### src/rtl/lc3s_pkg.sv
package lc3s_pkg;

  // Micro-program addresses.
  typedef logic [4:0] upc_t;

  localparam upc_t U_DISP   = 5'd0;
  localparam upc_t U_LOAD0  = 5'd1;
  localparam upc_t U_LOAD1  = 5'd2;
  localparam upc_t U_LOAD2  = 5'd3;
  localparam upc_t U_RST    = 5'd4;
  localparam upc_t U_EX0    = 5'd5;
  localparam upc_t U_EX1    = 5'd6;
  localparam upc_t U_EX2    = 5'd7;
  localparam upc_t U_EX3    = 5'd8;
  localparam upc_t U_ALU0   = 5'd9;
  localparam upc_t U_ALU1   = 5'd10;
  localparam upc_t U_ALU2   = 5'd11;
  localparam upc_t U_NOT0   = 5'd12;
  localparam upc_t U_NOT1   = 5'd13;
  localparam upc_t U_LD0    = 5'd14;
  localparam upc_t U_LD1    = 5'd15;
  localparam upc_t U_LD2    = 5'd16;
  localparam upc_t U_LD3    = 5'd17;
  localparam upc_t U_ST0    = 5'd18;
  localparam upc_t U_ST1    = 5'd19;
  localparam upc_t U_ST2    = 5'd20;
  localparam upc_t U_ST3    = 5'd21;
  localparam upc_t U_BR     = 5'd22;
  localparam upc_t U_JMP0   = 5'd23;
  localparam upc_t U_JMP1   = 5'd24;
  localparam upc_t U_TRAP   = 5'd25;
  localparam upc_t U_REPORT = 5'd26;

  // Request operation codes.
  localparam logic [1:0] OP_LOAD    = 2'd0;
  localparam logic [1:0] OP_RESTART = 2'd1;
  localparam logic [1:0] OP_EXEC    = 2'd2;

  // Instruction opcodes.
  localparam logic [3:0] OPC_BR   = 4'd0;
  localparam logic [3:0] OPC_ADD  = 4'd1;
  localparam logic [3:0] OPC_LD   = 4'd2;
  localparam logic [3:0] OPC_ST   = 4'd3;
  localparam logic [3:0] OPC_AND  = 4'd5;
  localparam logic [3:0] OPC_NOT  = 4'd9;
  localparam logic [3:0] OPC_JMP  = 4'd12;
  localparam logic [3:0] OPC_TRAP = 4'd15;

  // Condition codes.
  localparam logic [1:0] CC_NEG  = 2'd0;
  localparam logic [1:0] CC_ZERO = 2'd1;
  localparam logic [1:0] CC_POS  = 2'd2;

  localparam logic [7:0] HALT_VECTOR = 8'h25;

  typedef enum logic [2:0] {J_NEXT, J_GOTO, J_WAIT, J_DISP_OP, J_DISP_OPC} jmp_t;
  typedef enum logic [1:0] {MS_PC, MS_OFF, MS_LOAD} msel_t;
  typedef enum logic {WD_LOAD, WD_A} wsel_t;
  typedef enum logic [1:0] {RS_RS1, RS_RS2, RS_RD} rsel_t;
  typedef enum logic [1:0] {RES_ALU, RES_NOT, RES_MEM} res_t;
  typedef enum logic [1:0] {PC_KEEP, PC_BR, PC_JMP} pcop_t;
  typedef enum logic [2:0] {WV_KEEP, WV_CLEAR, WV_RES, WV_A, WV_LOAD} wv_t;

  // One micro-instruction.
  typedef struct packed {
    jmp_t  jmp;
    upc_t  target;
    logic  mod_go;
    msel_t msel;
    logic  mem_rd;
    logic  mem_we;
    wsel_t wsel;
    logic  ir_ld;
    logic  rf_rd;
    rsel_t rsel;
    logic  a_ld;
    logic  wb;
    res_t  rsrc;
    pcop_t pc_op;
    logic  restart;
    logic  trap;
    wv_t   wv;
    logic  out_stb;
  } ctrl_t;

  // Status seen by the sequencer for its jumps.
  typedef struct packed {
    logic       go;
    logic [1:0] op;
    logic       halted;
    logic [3:0] opcode;
    logic       mod_done;
  } cond_t;

  // Control store.
  function automatic ctrl_t ucode(input upc_t a);
    ctrl_t c;
    c = '0;
    unique case (a)
      U_DISP:   begin c.jmp = J_DISP_OP; c.wv = WV_CLEAR; end
      U_LOAD0:  begin c.mod_go = 1'b1; c.msel = MS_LOAD; end
      U_LOAD1:  c.jmp = J_WAIT;
      U_LOAD2:  begin
        c.jmp = J_GOTO; c.target = U_REPORT;
        c.mem_we = 1'b1; c.wsel = WD_LOAD; c.wv = WV_LOAD;
      end
      U_RST:    begin c.jmp = J_GOTO; c.target = U_REPORT; c.restart = 1'b1; end
      U_EX0:    begin c.mod_go = 1'b1; c.msel = MS_PC; end
      U_EX1:    c.jmp = J_WAIT;
      U_EX2:    c.mem_rd = 1'b1;
      U_EX3:    begin c.jmp = J_DISP_OPC; c.ir_ld = 1'b1; end
      U_ALU0:   begin c.rf_rd = 1'b1; c.rsel = RS_RS1; end
      U_ALU1:   begin c.a_ld = 1'b1; c.rf_rd = 1'b1; c.rsel = RS_RS2; end
      U_ALU2:   begin
        c.jmp = J_GOTO; c.target = U_REPORT;
        c.wb = 1'b1; c.rsrc = RES_ALU; c.wv = WV_RES;
      end
      U_NOT0:   begin c.rf_rd = 1'b1; c.rsel = RS_RS1; end
      U_NOT1:   begin
        c.jmp = J_GOTO; c.target = U_REPORT;
        c.wb = 1'b1; c.rsrc = RES_NOT; c.wv = WV_RES;
      end
      U_LD0:    begin c.mod_go = 1'b1; c.msel = MS_OFF; end
      U_LD1:    c.jmp = J_WAIT;
      U_LD2:    c.mem_rd = 1'b1;
      U_LD3:    begin
        c.jmp = J_GOTO; c.target = U_REPORT;
        c.wb = 1'b1; c.rsrc = RES_MEM; c.wv = WV_RES;
      end
      U_ST0:    begin c.rf_rd = 1'b1; c.rsel = RS_RD; end
      U_ST1:    begin c.a_ld = 1'b1; c.mod_go = 1'b1; c.msel = MS_OFF; end
      U_ST2:    c.jmp = J_WAIT;
      U_ST3:    begin
        c.jmp = J_GOTO; c.target = U_REPORT;
        c.mem_we = 1'b1; c.wsel = WD_A; c.wv = WV_A;
      end
      U_BR:     begin c.jmp = J_GOTO; c.target = U_REPORT; c.pc_op = PC_BR; end
      U_JMP0:   begin c.rf_rd = 1'b1; c.rsel = RS_RS1; end
      U_JMP1:   begin c.jmp = J_GOTO; c.target = U_REPORT; c.pc_op = PC_JMP; end
      U_TRAP:   begin c.jmp = J_GOTO; c.target = U_REPORT; c.trap = 1'b1; end
      U_REPORT: begin c.jmp = J_GOTO; c.target = U_DISP; c.out_stb = 1'b1; end
      default:  begin c.jmp = J_GOTO; c.target = U_DISP; end
    endcase
    return c;
  endfunction

  function automatic logic [1:0] cc_of(input logic [15:0] v);
    logic [1:0] c;
    if (v[15]) begin
      c = CC_NEG;
    end else if (v == 16'd0) begin
      c = CC_ZERO;
    end else begin
      c = CC_POS;
    end
    return c;
  endfunction

  // Register file contents after reset.
  function automatic logic [15:0] rf_init(input logic [2:0] idx);
    logic [15:0] v;
    unique case (idx)
      3'd0:    v = 16'd30;
      3'd7:    v = 16'd5;
      default: v = 16'd0;
    endcase
    return v;
  endfunction

endpackage

### src/rtl/lc3s_ram.sv
module lc3s_ram #(
  parameter int WIDTH = 16,
  parameter int DEPTH = 32,
  localparam int AW = $clog2(DEPTH)
) (
  input  logic             clk,
  input  logic             we,
  input  logic [AW-1:0]    waddr,
  input  logic [WIDTH-1:0] wdata,
  input  logic             rd,
  input  logic [AW-1:0]    raddr,
  output logic [WIDTH-1:0] rdata
);

  logic [WIDTH-1:0] mem [DEPTH];

  always_ff @(posedge clk) begin
    if (we) begin
      mem[waddr] <= wdata;
    end
    if (rd) begin
      rdata <= mem[raddr];
    end
  end

endmodule

### src/rtl/lc3s_mod.sv
module lc3s_mod #(
  parameter int DEPTH = 32,
  localparam int AW = $clog2(DEPTH)
) (
  input  logic          clk,
  input  logic          rst_n,
  input  logic          go,
  input  logic [15:0]   value,
  output logic          done,
  output logic [AW-1:0] result
);

  // A power-of-two depth is a plain mask. Any other depth uses a reciprocal
  // multiply: after go the value is registered, then the quotient, then the
  // remainder, and done stays low until the remainder is registered.
  // The scaled reciprocal ceil(2^(16+AW) / DEPTH) gives the exact quotient
  // for every 16-bit value.
  localparam bit          POW2    = (DEPTH & (DEPTH - 1)) == 0;
  localparam logic [15:0] MASK16  = 16'(DEPTH - 1);
  localparam int          SH      = 16 + AW;
  localparam logic [63:0] RECIP   = ((64'd1 << SH) + 64'(DEPTH) - 64'd1) / 64'(DEPTH);
  localparam logic [17:0] RECIP18 = RECIP[17:0];
  localparam logic [15:0] DIV16   = 16'(DEPTH);

  logic [15:0] rem_r;
  logic [15:0] val_r;
  logic [15:0] quo_r;
  logic        phase_r;
  logic        busy_r;
  logic [33:0] prod;
  logic [33:0] prod_sh;
  logic [31:0] qd;

  assign prod    = {18'd0, val_r} * {16'd0, RECIP18};
  assign prod_sh = prod >> SH;
  assign qd      = {16'd0, quo_r} * {16'd0, DIV16};

  always_ff @(posedge clk) begin
    if (!rst_n) begin
      busy_r <= 1'b0;
    end else if (go) begin
      if (POW2) begin
        rem_r  <= value & MASK16;
        busy_r <= 1'b0;
      end else begin
        val_r   <= value;
        phase_r <= 1'b0;
        busy_r  <= 1'b1;
      end
    end else if (busy_r) begin
      if (!phase_r) begin
        quo_r   <= prod_sh[15:0];
        phase_r <= 1'b1;
      end else begin
        rem_r  <= val_r - qd[15:0];
        busy_r <= 1'b0;
      end
    end
  end

  assign done   = !busy_r;
  assign result = rem_r[AW-1:0];

endmodule

### src/rtl/lc3s_useq.sv
module lc3s_useq (
  input  logic                  clk,
  input  logic                  rst_n,
  input  lc3s_pkg::cond_t       cond,
  output lc3s_pkg::upc_t        upc,
  output lc3s_pkg::ctrl_t       cw
);

  lc3s_pkg::upc_t upc_r;
  lc3s_pkg::upc_t upc_nxt;
  lc3s_pkg::upc_t upc_inc;

  assign cw      = lc3s_pkg::ucode(upc_r);
  assign upc     = upc_r;
  assign upc_inc = upc_r + 5'd1;

  always_comb begin
    upc_nxt = upc_r;
    unique case (cw.jmp)
      lc3s_pkg::J_NEXT: upc_nxt = upc_inc;
      lc3s_pkg::J_GOTO: upc_nxt = cw.target;
      lc3s_pkg::J_WAIT: upc_nxt = cond.mod_done ? upc_inc : upc_r;
      lc3s_pkg::J_DISP_OP: begin
        if (cond.go) begin
          unique case (cond.op)
            lc3s_pkg::OP_LOAD:    upc_nxt = lc3s_pkg::U_LOAD0;
            lc3s_pkg::OP_RESTART: upc_nxt = lc3s_pkg::U_RST;
            lc3s_pkg::OP_EXEC:
              upc_nxt = cond.halted ? lc3s_pkg::U_REPORT : lc3s_pkg::U_EX0;
            default:              upc_nxt = lc3s_pkg::U_REPORT;
          endcase
        end
      end
      lc3s_pkg::J_DISP_OPC: begin
        unique case (cond.opcode)
          lc3s_pkg::OPC_ADD,
          lc3s_pkg::OPC_AND:  upc_nxt = lc3s_pkg::U_ALU0;
          lc3s_pkg::OPC_NOT:  upc_nxt = lc3s_pkg::U_NOT0;
          lc3s_pkg::OPC_LD:   upc_nxt = lc3s_pkg::U_LD0;
          lc3s_pkg::OPC_ST:   upc_nxt = lc3s_pkg::U_ST0;
          lc3s_pkg::OPC_BR:   upc_nxt = lc3s_pkg::U_BR;
          lc3s_pkg::OPC_JMP:  upc_nxt = lc3s_pkg::U_JMP0;
          lc3s_pkg::OPC_TRAP: upc_nxt = lc3s_pkg::U_TRAP;
          default:            upc_nxt = lc3s_pkg::U_REPORT;
        endcase
      end
      default: upc_nxt = lc3s_pkg::U_DISP;
    endcase
  end

  always_ff @(posedge clk) begin
    if (!rst_n) begin
      upc_r <= lc3s_pkg::U_DISP;
    end else begin
      upc_r <= upc_nxt;
    end
  end

endmodule

### src/rtl/lc3_subset_cpu_core_unit.sv
// Small LC-3 subset processor. A request (start high while busy is low)
// loads one memory word, restarts the program, or executes one instruction;
// every request produces exactly one result, shown for a single cycle with
// out_valid, and the receiver cannot hold it off. After reset the block
// stays busy while it clears the word memory and sets up the register
// file. The time from a request to its result strobe is set by the
// micro-program steps through the single-port register file and word
// memory; a step while halted reports in the very next cycle. The next
// request is taken in the cycle after the strobe. When MEM_DEPTH is not
// a power of two, each memory address goes through a reciprocal-multiply
// modulo unit that registers a quotient and then a remainder (one address
// for a load, one for every executed instruction, two for LD and ST).
module lc3_subset_cpu_core_unit #(
  parameter int MEM_DEPTH = 32
) (
  input  logic        clk,
  input  logic        rst_n,
  input  logic        start,
  output logic        busy,
  input  logic [1:0]  in_operation,
  input  logic [4:0]  in_load_address,
  input  logic [15:0] in_load_data,
  output logic        out_valid,
  output logic [15:0] out_program_counter,
  output logic [15:0] out_instruction_word,
  output logic [1:0]  out_condition_code,
  output logic        out_halted,
  output logic [15:0] out_written_value
);

  localparam int AW = $clog2(MEM_DEPTH);

  // Architectural state.
  logic [15:0] pc_r;
  logic [15:0] ir_r;
  logic [1:0]  cc_r;
  logic        halt_r;

  // Datapath work registers.
  logic [15:0] a_r;
  logic [15:0] wv_r;
  logic [4:0]  ld_addr_r;
  logic [15:0] ld_data_r;

  // Clearing sweep after reset.
  logic          clr_active_r;
  logic [AW-1:0] clr_idx_r;

  lc3s_pkg::upc_t  upc;
  lc3s_pkg::ctrl_t cw;
  lc3s_pkg::cond_t cond;

  logic go;
  logic mod_done;
  logic [AW-1:0] mod_result;
  logic [15:0]   mod_value;

  logic [15:0] mem_rdata;
  logic [15:0] rf_rdata;
  logic          mem_we;
  logic [AW-1:0] mem_waddr;
  logic [15:0]   mem_wdata;
  logic          rf_we;
  logic [2:0]    rf_waddr;
  logic [15:0]   rf_wdata;
  logic [2:0]    rf_raddr;

  logic [15:0] off9;
  logic [15:0] imm5;
  logic [15:0] alu_b;
  logic [15:0] alu_out;
  logic [15:0] res;
  logic        br_take;

  assign busy = clr_active_r || (upc != lc3s_pkg::U_DISP);
  assign go   = start && !busy;

  assign cond.go       = go;
  assign cond.op       = in_operation;
  assign cond.halted   = halt_r;
  assign cond.opcode   = mem_rdata[15:12];  // the word being fetched
  assign cond.mod_done = mod_done;

  lc3s_useq u_useq (
    .clk   (clk),
    .rst_n (rst_n),
    .cond  (cond),
    .upc   (upc),
    .cw    (cw)
  );

  // Immediate fields of the current instruction.
  assign off9 = {{7{ir_r[8]}}, ir_r[8:0]};
  assign imm5 = {{11{ir_r[4]}}, ir_r[4:0]};

  // Memory address generation: everything is reduced modulo the depth.
  always_comb begin
    unique case (cw.msel)
      lc3s_pkg::MS_PC:   mod_value = pc_r;
      lc3s_pkg::MS_OFF:  mod_value = pc_r + off9;
      lc3s_pkg::MS_LOAD: mod_value = {11'd0, ld_addr_r};
      default:           mod_value = pc_r;
    endcase
  end

  lc3s_mod #(.DEPTH(MEM_DEPTH)) u_mod (
    .clk    (clk),
    .rst_n  (rst_n),
    .go     (cw.mod_go),
    .value  (mod_value),
    .done   (mod_done),
    .result (mod_result)
  );

  // Word memory: the sweep owns the write port until it finishes.
  assign mem_we    = clr_active_r || cw.mem_we;
  assign mem_waddr = clr_active_r ? clr_idx_r : mod_result;
  assign mem_wdata = clr_active_r ? 16'd0 :
                     (cw.wsel == lc3s_pkg::WD_A) ? a_r : ld_data_r;

  lc3s_ram #(.WIDTH(16), .DEPTH(MEM_DEPTH)) u_mem (
    .clk   (clk),
    .we    (mem_we),
    .waddr (mem_waddr),
    .wdata (mem_wdata),
    .rd    (cw.mem_rd),
    .raddr (mod_result),
    .rdata (mem_rdata)
  );

  // Register file read address.
  always_comb begin
    unique case (cw.rsel)
      lc3s_pkg::RS_RS1: rf_raddr = ir_r[8:6];
      lc3s_pkg::RS_RS2: rf_raddr = ir_r[2:0];
      lc3s_pkg::RS_RD:  rf_raddr = ir_r[11:9];
      default:          rf_raddr = ir_r[8:6];
    endcase
  end

  // ALU and write-back selection.
  assign alu_b   = ir_r[5] ? imm5 : rf_rdata;
  assign alu_out = (ir_r[15:12] == lc3s_pkg::OPC_AND) ? (a_r & alu_b) : (a_r + alu_b);

  always_comb begin
    unique case (cw.rsrc)
      lc3s_pkg::RES_ALU: res = alu_out;
      lc3s_pkg::RES_NOT: res = ~rf_rdata;
      lc3s_pkg::RES_MEM: res = mem_rdata;
      default:           res = alu_out;
    endcase
  end

  // The first eight sweep steps also load the register file reset values.
  assign rf_we    = clr_active_r ? (clr_idx_r[AW-1:3] == '0) : cw.wb;
  assign rf_waddr = clr_active_r ? clr_idx_r[2:0] : ir_r[11:9];
  assign rf_wdata = clr_active_r ? lc3s_pkg::rf_init(clr_idx_r[2:0]) : res;

  lc3s_ram #(.WIDTH(16), .DEPTH(8)) u_rf (
    .clk   (clk),
    .we    (rf_we),
    .waddr (rf_waddr),
    .wdata (rf_wdata),
    .rd    (cw.rf_rd),
    .raddr (rf_raddr),
    .rdata (rf_rdata)
  );

  // A branch is taken when the condition code matches one of its nzp bits.
  assign br_take = ((cc_r == lc3s_pkg::CC_NEG)  && ir_r[11]) ||
                   ((cc_r == lc3s_pkg::CC_ZERO) && ir_r[10]) ||
                   ((cc_r == lc3s_pkg::CC_POS)  && ir_r[9]);

  always_ff @(posedge clk) begin
    if (!rst_n) begin
      pc_r         <= 16'd0;
      ir_r         <= 16'd0;
      cc_r         <= lc3s_pkg::CC_ZERO;
      halt_r       <= 1'b0;
      clr_active_r <= 1'b1;
      clr_idx_r    <= '0;
    end else begin
      if (clr_active_r) begin
        if (clr_idx_r == AW'(MEM_DEPTH - 1)) begin
          clr_active_r <= 1'b0;
        end
        clr_idx_r <= clr_idx_r + 1'b1;
      end

      if (cw.ir_ld) begin
        ir_r <= mem_rdata;
        pc_r <= pc_r + 16'd1;
      end

      unique case (cw.pc_op)
        lc3s_pkg::PC_BR: begin
          if (br_take) begin
            pc_r <= pc_r + off9;
          end
        end
        lc3s_pkg::PC_JMP: pc_r <= rf_rdata;
        default: ;
      endcase

      if (cw.wb) begin
        cc_r <= lc3s_pkg::cc_of(res);
      end

      if (cw.trap && (ir_r[7:0] == lc3s_pkg::HALT_VECTOR)) begin
        halt_r <= 1'b1;
      end

      // Restart leaves registers, memory and the instruction word alone.
      if (cw.restart) begin
        pc_r   <= 16'd0;
        cc_r   <= lc3s_pkg::CC_ZERO;
        halt_r <= 1'b0;
      end
    end
  end

  // Payload registers need no reset.
  always_ff @(posedge clk) begin
    if (go) begin
      ld_addr_r <= in_load_address;
      ld_data_r <= in_load_data;
    end
    if (cw.a_ld) begin
      a_r <= rf_rdata;
    end
    unique case (cw.wv)
      lc3s_pkg::WV_CLEAR: wv_r <= 16'd0;
      lc3s_pkg::WV_RES:   wv_r <= res;
      lc3s_pkg::WV_A:     wv_r <= a_r;
      lc3s_pkg::WV_LOAD:  wv_r <= ld_data_r;
      default: ;
    endcase
  end

  assign out_valid            = cw.out_stb;
  assign out_program_counter  = pc_r;
  assign out_instruction_word = ir_r;
  assign out_condition_code   = cc_r;
  assign out_halted           = halt_r;
  assign out_written_value    = wv_r;

`ifndef SYNTHESIS
  // An accepted request always puts the block to work.
  a_accept_busy: assert property (@(posedge clk) disable iff (!rst_n)
    go |=> busy)
    else $error("request accepted but block did not go busy");

  // A result strobe lasts one cycle only.
  a_strobe_single: assert property (@(posedge clk) disable iff (!rst_n)
    out_valid |=> !out_valid)
    else $error("result strobe held for more than one cycle");

  // No result can appear during the memory clearing sweep.
  a_no_result_in_clear: assert property (@(posedge clk) disable iff (!rst_n)
    clr_active_r |-> (!out_valid && upc == lc3s_pkg::U_DISP))
    else $error("sequencer active during memory clearing");

  // A restart reports a cleared program counter and a cleared halt flag.
  a_restart_result: assert property (@(posedge clk) disable iff (!rst_n)
    (go && in_operation == lc3s_pkg::OP_RESTART) |->
      ##2 (out_valid && out_program_counter == 16'd0 && !out_halted))
    else $error("restart result wrong or late");
`endif

endmodule
### config.mk
export PLATFORM = sky130hd
export DESIGN_NAME = lc3_subset_cpu_core_unit
export DESIGN_NICKNAME = d
export VERILOG_FILES = /design/src/rtl/lc3s_pkg.sv /design/src/rtl/lc3s_ram.sv /design/src/rtl/lc3s_mod.sv /design/src/rtl/lc3s_useq.sv /design/src/rtl/lc3_subset_cpu_core_unit.sv
export SDC_FILE = /design/constraint.sdc
export NUM_CORES = 1
export LEC_CHECK = 0
export BUFFER_PORTS_ARGS = -buffer_cell sky130_fd_sc_hd__buf_2
export CORE_MARGIN = 4
export CORE_UTILIZATION = 55
export CTS_CLUSTER_SIZE = 25
export DETAILED_ROUTE_END_ITERATION = 12
export GPL_ROUTABILITY_DRIVEN = 0
export PLACE_DENSITY_LB_ADDON = 0.25
export SKIP_LAST_GASP = 1
export SLEW_MARGIN = 20
export SYNTH_ARGS = -nofsm -noshare
export SYNTH_HDL_FRONTEND = slang
export SYNTH_SLANG_ARGS = --single-unit
### constraint.sdc
create_clock -name clk -period 8 [get_ports clk]
set_input_delay 1.2 -clock clk [delete_from_list [all_inputs] [get_ports clk]]
set_output_delay 1.2 -clock clk [all_outputs]
set_load 0.02 [all_outputs]
## Word-level counts from Yosys, hierarchy flattened

Memory sizes are Yosys's and may differ from the RTL's. A register that Yosys moved wholly into a read port is not among the register bits.
Index checks and enable logic that the tools add are counted.

| word-level totals | value |
|---|---|
| flip-flop bits (word level) | 104 |
| bits in latches | 0 |
| RAM bits | 640 |
| ROM bits | 80 |
| input port bits | 26 |
| output and inout bits | 53 |
| logic and storage cells | 147 |
| memories kept | 3 |

Memories:

| name | words | bits a word | read ports | clocked after memory_dff | write ports | line | text |
|---|---|---|---|---|---|---|---|
| u_mem.mem | 32 | 16 | 1 | 1 | 1 | lc3s_ram.sv:15 | `logic [WIDTH-1:0] mem [DEPTH];` |
| u_rf.mem | 8 | 16 | 1 | 1 | 1 | lc3s_ram.sv:15 |  |
| (name not given) | 16 | 5 | 1 | 0 | 0 | lc3s_useq.sv:35 | `unique case (cond.opcode)` |

| operators by class | value |
|---|---|
| $add $sub $neg | 5 |
| multipliers | 0 |
| divide/modulo/power cells | 0 |
| magnitude comparators | 0 |
| equality and inequality tests | 51 |
| shift-type cells | 0 |
| mux-type cells | 43 |
| bitwise logic cells | 3 |
| reductions and logical operators | 30 |

Operators with widths:

| operator | count |
|---|---|
| 16-bit two-way mux | 7 |
| 16-bit case mux with 2 select lines | 2 |
| 16-bit case mux with 4 select lines | 1 |
| 5-bit == test (second input constant) | 12 |
| 5-bit by 4-bit == test with 1-bit output (second input constant) | 8 |
| 16-bit adder | 2 |
| 3-bit case mux with 3 select lines | 3 |
| 5-bit two-way mux | 5 |
| 3-bit case mux with 4 select lines | 2 |
| 5-bit by 3-bit == test with 1-bit output (second input constant) | 4 |
| 5-bit case mux with 2 select lines | 2 |
| 5-bit case mux with 4 select lines | 1 |
| 16-bit by 1-bit adder with 16-bit output (second input constant) | 1 |
| 16-bit AND | 1 |
| 16-bit logical NOT | 1 |
| 16-bit NOT | 1 |
| 5-bit case mux with 3 select lines | 1 |
| 1-bit two-way mux | 13 |
| 2-bit by 1-bit == test with 1-bit output (second input constant) | 6 |
| 2-bit == test (second input constant) | 6 |
| 3-bit by 2-bit == test with 1-bit output (second input constant) | 4 |
| 11-bit OR reduction | 1 |
| 5-bit by 1-bit adder with 5-bit output (second input constant) | 2 |
| 5-bit by 2-bit == test with 1-bit output (second input constant) | 2 |
| 24 further kinds | 44 |

## Longest topological paths before layout

| depth | value |
|---|---|
| word-level depth | 7 |
| depth in mapped cells | 14 |
| depth with buffers taken out | 11 |

## Cells and area by module

A second synthesis with hierarchy kept.

| second synthesis, totals | value |
|---|---|
| cell total of the unflattened synthesis | 2348 |
| area total of the unflattened synthesis | 34578.2 um2 |

By module, submodules not included:

| module | times used | cells each | area each (um2) | sequential area each (um2) |
|---|---|---|---|---|
| lc3s_ram at u_mem | 1 | 1143 | 20694.8 | 15855.2 |
| lc3_subset_cpu_core_unit | 1 | 828 | 7199.4 | 2412.3 |
| lc3s_ram at u_rf | 1 | 214 | 5454.0 | 4324.1 |
| lc3s_useq | 1 | 155 | 1062.3 | 100.1 |
| lc3s_mod | 1 | 8 | 167.7 | 150.1 |

## Least setup slack after synthesis

No wires, ideal clock.

| path | value |
|---|---|
| path kind | register to register |
| start | register ir_r[5] (netlist: out_instruction_word[5]) |
| end | register cc_r[1] (netlist: out_condition_code[1]) |
| library setup time | 0.117 ns |
| arrival | 3.318 ns |
| data required time | 7.883 ns |
| slack | 4.564 ns |
| stages on the path, launching flop included | 13 |
| buffers on the path | 1 |
| clock period less this slack | 3.436 ns |
| path through | dfxtp_1 > clkbuf_1 > mux2_2 > ha_1 > fa_1 > a211oi_1 > nor2_1 > xor2_1 > a2111oi_0 > and4_1 > and4_1 > nand4_1 > a32o_1 |

| between the ends | value |
|---|---|
| longest elaborated chain between the ends | 7 |
| elaborated cells between the ends (all ways) | 8 |
| those cells by class | add/sub (1); mux (5); bitwise (1); reduce/logical (1) |

RTL lines:

| element | line | text |
|---|---|---|
| start: declaration | lc3_subset_cpu_core_unit.sv:35 | `logic [15:0] ir_r;` |
| start signal: assignment | lc3_subset_cpu_core_unit.sv:191 | `ir_r <= mem_rdata;` |
| 16-bit two-way mux * | lc3_subset_cpu_core_unit.sv:142 | `assign alu_b = ir_r[5] ? imm5 : rf_rdata;` |
| 16-bit adder or 16-bit AND (tied branches) | lc3_subset_cpu_core_unit.sv:143 | `assign alu_out = (ir_r[15:12] == lc3s_pkg::OPC_AND) ? (a_r & alu_b) : (a_r + alu_b);` |
| 16-bit two-way mux * | lc3_subset_cpu_core_unit.sv:143 |  |
| 16-bit case mux with 2 select lines * | lc3_subset_cpu_core_unit.sv:146 | `unique case (cw.rsrc)` |
| 16-bit logical NOT | lc3s_pkg.sv:151 | `end else if (v == 16'd0) begin` |
| 2-bit two-way mux | lc3s_pkg.sv:151 |  |
| 2-bit two-way mux * | lc3s_pkg.sv:149 | `if (v[15]) begin` |
| end signal: assignment | lc3_subset_cpu_core_unit.sv:178 | `cc_r <= lc3s_pkg::CC_ZERO;` |
| end signal: assignment | lc3_subset_cpu_core_unit.sv:206 | `cc_r <= lc3s_pkg::cc_of(res);` |
| end signal: assignment | lc3_subset_cpu_core_unit.sv:216 | `cc_r <= lc3s_pkg::CC_ZERO;` |
| end: declaration | lc3_subset_cpu_core_unit.sv:36 | `logic [1:0] cc_r;` |

Mark *: on every way between the ends. The rest lies on a longest branch, timed or not.
A chain may end at the register's enable or synchronous reset.

## Worst setup path in the final report

Same ends and word-level chain as after synthesis.

==> results.md <==
* Main flop type after synthesis: edfxtp_1
* # rows at 89
* Ant diodes at 0
* Peak supply drop at approximately 0.22 mV
* DPL Wire Length at 54.5 mm
* Dominant cell type by area after synthesis: edfxtp_1
* Max FO, Critical Path at 21
* Clk sinks at 776
* Worst Skew at 21.5 ps
* FF+latch area at 22800 µm²
* Sequential area share after synthesis at 0.689
* Reg2reg end: out_condition_code[1]
* Fin. max-slew vios at 0
* PnR worst setup slack at 3920 ps
* Final Setup Violations at 0
* Synth-to-Final Area Change at 12.5%
* Crit path cell chain: mux2_2 > ha_1 > fa_1 > a211oi_1 > o21ai_1 > and2_1 > a221oi_1 > xnor2_1 > a21oi_1 > nand4_1 > a32o_1
* Worst slew margin at 0.258
* Multi-input logic area at 9930 µm²
* Final period utilization at 0.510
* Non-filler cells, final at just over 3000
* Slew @ Worst Pin at 1110 ps
* Post-Synth XOR/XNOR Area at 0.0103
* Drt total wl at 87.6 mm
* Initial antenna violation count at 1
* Buffer and inverter count on the worst path at 0
* CTS Root Cell: clkbuf_16
* Post-CTS sizing at 0
* Nets at 2353
* Clock H-tree levels at 3
* Post-Synth Simple-Gate Area at 0.0874
* Worst hold stages at 2
* DR iter-0 viols at 2724
* Maxcap violations at 0
* WS Path Type: register to register
* DRC viols at 0
* Layout cells sized above 1 at 0.205
* CTS Buffer Depth at 3
* Largest family of logic cells by synthesized area: multiplexers
* Area of the die at 64300 µm²
* Post-synthesis instance total at 2161
* Setup Fix Bufs, Post-CTS at 0
* Critical path arrival at 4600 ps
* Pre-antenna DRT Iters at 8
* Clock latency on the worst-skew pair at 630 ps
* Critical path's largest stage delay at 800 ps
* Clock transition at path regs at 70 ps
* TritonCTS Buffers at 77
* Hold path start: out_instruction_word[14]
* Filler cells at 4245
* Total gr overflow at 0
* CTS tree: done
* Final-report hold violation count at 0
* Initial Util at 0.558
* Cells on worst reg2reg path at 11
* Startpoint types: register
* Detail Route Antenna Nets at 0
* I/O Buffers at 78
* Worst r2r src: out_instruction_word[5]
* Pre-CTS setup slack at roughly 4100 ps
* Post-Place Cells at 2970
* Worst Hold Endpoint: out_instruction_word[14]
* Netlist cell types at 77
* Share of the synthesized area in the top cell type at 0.661
* Post-CTS Hold Buffers at 0
* Hold WC Path Type: register to register
* Global-route usage over all layers at 0.275
* Synth async-reset ratio at 0
* WP data required at 8520 ps
* Die height at ~250 µm
* Count leader, synth: edfxtp_1
* Post-synthesis compound-gate area fraction at 0.0603
* Post-Synth Adder-Cell Area at 0.0197
* Top delay family on crit path: compound AO/OA/AOI/OAI gates
* Post-Synthesis Cell Area at around 33000 µm²
* Crit path capture type: register
* Final setup TNS at 0 ps
* Pwr dens at 252 nW/µm²
* Achievable Freq at 245 MHz
* Die width at 253 µm
* Syn Area/Cell at about 15 µm²
* Commonest cells in the netlist: 730 x edfxtp_1, 342 x nand2_1, 160 x mux4_2, 117 x nor2_1, 103 x nand3_1
* Vias in the first global route at 19900
* R2R setup slack at 3920 ps
* Multiplexer share of the synthesized area at 0.115
* IO Pins at 79
* RSZ-0062 raised after global routing: false
* Global-route wire length before repair at 129 mm
* Net Count, Synth at 2238
* DR vias at 20100
* Leak at roughly 0.012 µW
* Synth warnings at 0
* Post-synth EDFFs at 730
* Outcome: finished clean
* Largest cells by area after synthesis: edfxtp_1 66%, mux4_2 11%, nand2_1 3.9%
* Wire per inst at 28.2 µm
* Flops & latches, synth at 776
* Tmin final at 4080 ps
* DR vias/cell at ~6.5
* Core area at 59400 µm²
* Slowest-stage cell, CP: dfxtp_1
* Largest net degree at the start of global routing at 87
==> flip-flops by register name, indices dropped and copies added, names as in the netlist, 2 cells and up <==
register / count
u_mem.mem: 512
u_rf.mem: 128
a_r: 16
ld_data_r: 16
out_instruction_word: 16
out_program_counter: 16
out_written_value: 16
u_mem.rdata: 16
u_rf.rdata: 16
clr_idx_r: 5
ld_addr_r: 5
u_mod.rem_r: 5
u_useq.upc: 5
out_condition_code: 2
==> layer usage <==
layer,wire length (µm),share of wire,vias up,track usage
li1,-,-,8619,-
met1,32200,0.37,10000,0.364
met2,42300,0.48,1197,0.447
met3,8630,0.098,270,0.0588
met4,4490,0.051,0,0.119
met5,0,0,-,0
==> worst max path at each step <==
stage / slack (ps) / from / to / cells after the start
global route: 3790 / out_instruction_word[5] / out_condition_code[1] / 11
floorplan: 4560 / out_instruction_word[5] / out_condition_code[1] / 12
finish: 3920 / out_instruction_word[5] / out_condition_code[1] / 11
global placement: 4120 / out_instruction_word[5] / out_condition_code[1] / 11
CTS: 4040 / out_instruction_word[5] / out_condition_code[1] / 11
detailed placement: 4050 / out_instruction_word[5] / out_condition_code[1] / 11
==> worst register-to-register path, stage by stage (launching register included) <==
cell      delay, ps
dfxtp_1         800
mux2_2          420
ha_1            250
fa_1            470
a211oi_1        330
o21ai_1         190
and2_1          220
a221oi_1        340
xnor2_1         100
a21oi_1         310
nand4_1         280
a32o_1          280
==> stage by stage <==
stage                      util  total power (µW)  hold slack, ps  cell area, µm²
after global placement    0.585              5870             501           34800
final                     0.628              9380             510           37300
after CTS                 0.628              9410             505           37300
after detailed placement  0.587              5890             500           34800
after global routing      0.628              9700             535           37300
after floorplan               -              5500             450           33100
==> cells in the final DEF, fill, tap and decap left out, types with 19 or more instances in the layout <==
cell type  netlist  final
o21ai_0         69     69
edfxtp_1       730    730
clkbuf_16        0     78
nor2_2           0     21
nand2_1        342    342
xnor2_1         25     25
buf_4            1     69
nand3_1        103    103
nor2_1         117     95
a21oi_1         67     50
buf_2            3     78
inv_1           40     40
a21boi_0        20     20
nor3_1          24     24
ha_1            49     49
clkbuf_1        79     19
dfxtp_1         46     45
mux4_2         160    160
==> layout make-up <==
class | instances | area share
multi-input cells | 1231 | 0.266
well taps | 773 | 0.0259
flip-flops and latches | 776 | 0.613
repair buffers | 148 | 0.0249
inverters | 42 | 0.00423
clock inverters | 39 | 0.0108
clock buffers | 99 | 0.0550
==> cells by family (layout without fill, tap and decap cells) <==
kind of cell | count (synthesis) | in the layout
AO/OA/AOI/OAI | 299 | 299
flip-flops | 776 | 776
multiplexers | 179 | 179
XOR/XNOR | 39 | 39
buffers and inverters | 154 | 328
AND/OR/NAND/NOR | 663 | 663
adder cells (fa/ha/maj) | 51 | 51
==> where the power goes <==
part / total, µW / switching, µW / leakage (µW) / internal [µW]
Clock: 3550 / 1510 / 0.00120 / 2050
Sequential: 4710 / 134 / 0.00623 / 4580
Combinational: 1110 / 721 / 0.00423 / 389
Note: power is estimated with default switching activity, not from simulation.
